==> config.mk <==
export PLATFORM = sky130hd
export DESIGN_NAME = kce_ram
export DESIGN_NICKNAME = d
export VERILOG_FILES = /design/src/hdl/kmeans_cluster_engine_macros.svh /design/src/hdl/kce_ram.sv
export SDC_FILE = /design/constraint.sdc
export NUM_CORES = 2
export LEC_CHECK = 0
export ABC_CLOCK_PERIOD_IN_PS = 4560
export BUFFER_PORTS_ARGS = -buffer_cell sky130_fd_sc_hd__buf_2
export CORE_ASPECT_RATIO = 1.1
export CORE_MARGIN = 4
export CORE_UTILIZATION = 55
export CTS_BUF_LIST = sky130_fd_sc_hd__clkbuf_2
export CTS_CLUSTER_DIAMETER = 150
export CTS_CLUSTER_SIZE = 14
export DETAILED_ROUTE_END_ITERATION = 8
export GPL_TIMING_DRIVEN = 0
export PLACE_DENSITY = 0.7
export SLEW_MARGIN = 20
export SYNTH_ARGS = -nofsm -noshare
export SYNTH_HDL_FRONTEND = slang
export SYNTH_SLANG_ARGS = --single-unit
==> constraint.sdc <==
create_clock -name clk_i -period 4.56 [get_ports clk_i]
set_clock_uncertainty 0.05 [all_clocks]
set_input_delay 1.368 -clock clk_i [delete_from_list [all_inputs] [get_ports clk_i]]
set_output_delay 1.368 -clock clk_i [all_outputs]
set_load 0.02 [all_outputs]
==> src/hdl/kmeans_cluster_engine_macros.svh <==
// Assertion helpers for the k-means engine.
`ifndef KMEANS_CLUSTER_ENGINE_MACROS_SVH
`define KMEANS_CLUSTER_ENGINE_MACROS_SVH

`ifndef SYNTHESIS
// same-cycle implication
`define KCE_ASSERT_NOW(lbl, clk, rst_n, ante, cons, msg) \
  lbl: assert property (@(posedge clk) disable iff (!rst_n) (ante) |-> (cons)) \
    else $error(msg);
// next-cycle implication
`define KCE_ASSERT_NEXT(lbl, clk, rst_n, ante, cons, msg) \
  lbl: assert property (@(posedge clk) disable iff (!rst_n) (ante) |=> (cons)) \
    else $error(msg);
`else
`define KCE_ASSERT_NOW(lbl, clk, rst_n, ante, cons, msg)
`define KCE_ASSERT_NEXT(lbl, clk, rst_n, ante, cons, msg)
`endif

`endif

==> src/hdl/kce_ram.sv <==
module kce_ram #(
  parameter int WIDTH = 16,
  parameter int DEPTH = 256,
  localparam int AW = (DEPTH > 1) ? $clog2(DEPTH) : 1
) (
  input  logic             clk_i,
  input  logic             we_i,
  input  logic [AW-1:0]    waddr_i,
  input  logic [WIDTH-1:0] wdata_i,
  input  logic [AW-1:0]    raddr_i,
  output logic [WIDTH-1:0] rdata_o
);

  logic [WIDTH-1:0] mem_q [DEPTH];

  always_ff @(posedge clk_i) begin
    if (we_i) begin
      mem_q[waddr_i] <= wdata_i;
    end
    rdata_o <= mem_q[raddr_i];
  end

endmodule

==> metrics.yaml <==
power_and_ir_drop:
  ir_drop_mv: 0.2795
  leakage_nw: 52.94
  power_w: 0.05971
  powerDensity_mw_per_mm2: 348.4
critical_path:
  critPathTopFamily: "buffers and inverters"
  critPathMaxStageDelay_ns: 0.91
  worst_setup_path_start_kind: "input port"
  crit_fanout: 10
  path_class: "input port to register"
  path_cells: "clkbuf_1, clkbuf_1, clkbuf_1, clkbuf_1, o21ai_0, a22oi_1, nand4_1, nor4_1"
  worst-path-buf-inv: 4
  reg2reg_depth: 6
  cp_slowest_cell: "clkbuf_1"
  arrival_ns: 6.51
  setup.worst_path.end_class: "register"
  crit_top_cell: "clkbuf_1"
  reg2reg_setup_slack_ns: 1.00
  cp_data_required_time_ns: 6.31
  regToRegEndpoint: "rdata_o[2]"
  r2r-start: "mem_q[41][2]"
routing:
  drtIter0Drc: 12925
  highest_layer: "met5"
  post_drt_wl_per_cell_um: 40.10
  drt_pass1_iterations: 8
  wl_met2_mm: 222.7
  drt-met1-wl_mm: 164.7
  dr_total_vias: 82237
  drc: 0
  wl_met3_mm: 50.22
  ant_nets: 0
  routed_via_density: 6.905
  routed_wl_mm: 477.6
synthesis:
  avgSynthCellArea_um2: 21.56
  yosys.area.top_type: "edfxtp_1"
  yosys-top-cells-area: "edfxtp_1 (77%), mux4_2 (11%), mux2i_1 (3.6%)"
  yosys.area.top_type_share_pct: 77.50
  syn_inst: 7360
  ys_types: 52
  ys_seq_area_share_pct: 77.70
  synth_seq_cells: 4112
  synth_edf_count: 4096
  synth_nets: 7394
  synth_async_sr_flop_share_pct: 0
  yosys_warnings: 0
  syn_area_mm2: 0.1587
  synth_ff_type: "edfxtp_1"
hold_path:
  hp-start: "waddr_i[6]"
  min_to: "mem_q[170][2]"
  hp-class: "input port to register"
  hold_depth: 4
global_routing:
  first_global_vias: 80043
  grt_max_degree: 127
  grt_usage_pct: 32.06
  grt_pass1_wl_mm: 652.7
  gr-total-overflow: 0
  antenna_found_initial: 31
sta:
  hold_viol: 0
  fin_crit_ns: 4.759
  slew_viol_final: 0
  slew-limit-headroom_pct: 8.912
  finalSetupViolCount: 3
  worst_slack_ns: -0.1995
  fin_crit_sh_pct: 104.4
  grt_setup_unrepaired: "no"
  fmax_ghz: 0.2101
  fin_setup_tns_ns: -0.2830
  tightest_slew_ns: 1.354
clocking:
  clk_path_buf_depth: 4
  clk-insertion-delay-late_ns: 2.08
  cts.sinks: 4112
  cts_made_buffers: 331
  cts.clk_slew.worst_paths_ns: 0.26
  htreeDepth: 5
  cts-root-buf: "clkbuf_2"
  cts_tree: "built"
  cts-resized-gates: 0
die:
  die_h_um: 571.4
  io_pins: 50
  core_area_mm2: 0.2869
  die-area_mm2: 0.2972
  rows: 206
  die_w_um: 520.2
  initial_utilization_pct: 55.33
finish:
  nFillCells: 20060
  final_common_cell: "edfxtp_1"
  final_cell_mix: "edfxtp_1 (4096), mux4_2 (797), mux2i_1 (565)"
  drive_gt1_share_pct: 25.95
  finish.instance_area_mm2: 0.1714
  syn_to_final_growth_pct: 7.996
  final_util_pct: 59.75
  multi_input_area_mm2: 0.03382
  seqCellArea_mm2: 0.1233
  nets: 8036
job:
  drv_cap: 0
placed_design:
  hpwlAfterDp_mm: 335.1
  portBuffers: 39
  postPlaceCellArea_mm2: 0.1691
  place_congestion: 0.9978
run_status:
  violations: "setup timing"
  outcome: "finished, violations left"
sequential cells by signal (all words and copies together) (netlist names):
| signal | count |
|---|---|
| mem_q | 4096 |
| rdata_o | 16 |
worst max path at each step:
| stage | cells after the start | startpoint | slack (ns) | to |
|---|---|---|---|---|
| CTS | 1 | rdata_o[4] | 0.36 | rdata_o[4] |
| detailed placement | 9 | raddr_i[2] | -2.50 | rdata_o[0] |
| global route | 8 | raddr_i[4] | 0.18 | rdata_o[1] |
| global placement | 8 | raddr_i[2] | -2.45 | rdata_o[5] |
| floorplan | 6 | waddr_i[3] | 0.98 | mem_q[235][0] |
| finish | 8 | raddr_i[4] | -0.20 | rdata_o[1] |
logic make-up (layout without fill, tap and decap cells):
group	after synthesis	after routing	synth area share, %
compound gates	786	786	3.537
buf+inv	456	1141	1.693
flops	4112	4112	77.70
mux	1450	1450	15.50
other cells	0	17	0
simple gates	556	556	1.574
cell usage after synthesis (9+ instances only):
| library cell | number |
|---|---|
| a22oi_1 | 43 |
| o32ai_1 | 20 |
| nand3_1 | 35 |
| o21ai_0 | 37 |
| and3_1 | 11 |
| o22ai_1 | 148 |
| o221ai_1 | 252 |
| mux2_2 | 88 |
| a21oi_1 | 175 |
| buf_8 | 11 |
| dfxtp_1 | 16 |
| buf_6 | 77 |
| mux4_2 | 797 |
| a22o_1 | 32 |
| nand2_1 | 38 |
| a221oi_1 | 28 |
| nor4_1 | 17 |
| buf_2 | 76 |
| o31ai_1 | 16 |
| mux2i_1 | 565 |
| buf_1 | 27 |
| nand4_1 | 26 |
| edfxtp_1 | 4096 |
| nor3_1 | 92 |
| buf_4 | 26 |
| a211oi_1 | 18 |
| clkbuf_1 | 230 |
| nor2b_1 | 9 |
| nor2_1 | 304 |
tightest hold or removal path, cell delays in order:
cell and delay (ns):
buf_2 0.19, nor2b_1 0.12, nand3_1 0.29, nor2_2 0.17
area by class of cell:
cell class / count / area share [%]
sequential: 4112 / 71.94
multi-input combinational: 2792 / 19.73
tap: 3848 / 2.809
timing repair buffer: 310 / 2.669
buffer: 451 / 1.606
clock buffer: 352 / 1.028
clock inverter: 24 / 0.1796
antenna: 17 / 0.02482
inverter: 4 / 0.008760
timing repair:
| action | 4_1_cts | 5_1_grt |
|---|---|---|
| hold endpoints to repair | 2956 | 0 |
| buffers inserted | 0 | 0 |
| hold buffers | 18 | 0 |
| setup endpoints to repair | 4 | 0 |
where the power goes:
part	internal (W)	switching [W]	leakage, nW
clock network	0.00240	0.0111	1.61
registers	0.0416	0.0000241	36.9
logic	0.00142	0.00314	14.4
through the flow:
| stage | hold WS (ns) | setup WS (ns) | std cells |
|---|---|---|---|
| finish | 0.3027 | -0.1995 | 11910 |
| global route | 0.1595 | 0.1846 | 11901 |
| CTS | 0.03739 | 0.3572 | 11892 |
| detailed placement | 1.072 | -2.500 | 11499 |
| global placement | 1.059 | -2.455 | 11247 |
| floorplan | 0.8038 | 0.9770 | 7360 |
per-layer routing:
metal	track usage (%)	up-vias
li1	-	32315
met1	41.52	43249
met2	49.69	5533
met3	6.853	1138
met4	21.13	2
met5	0	-
Note: power is estimated with default switching activity, not from simulation.
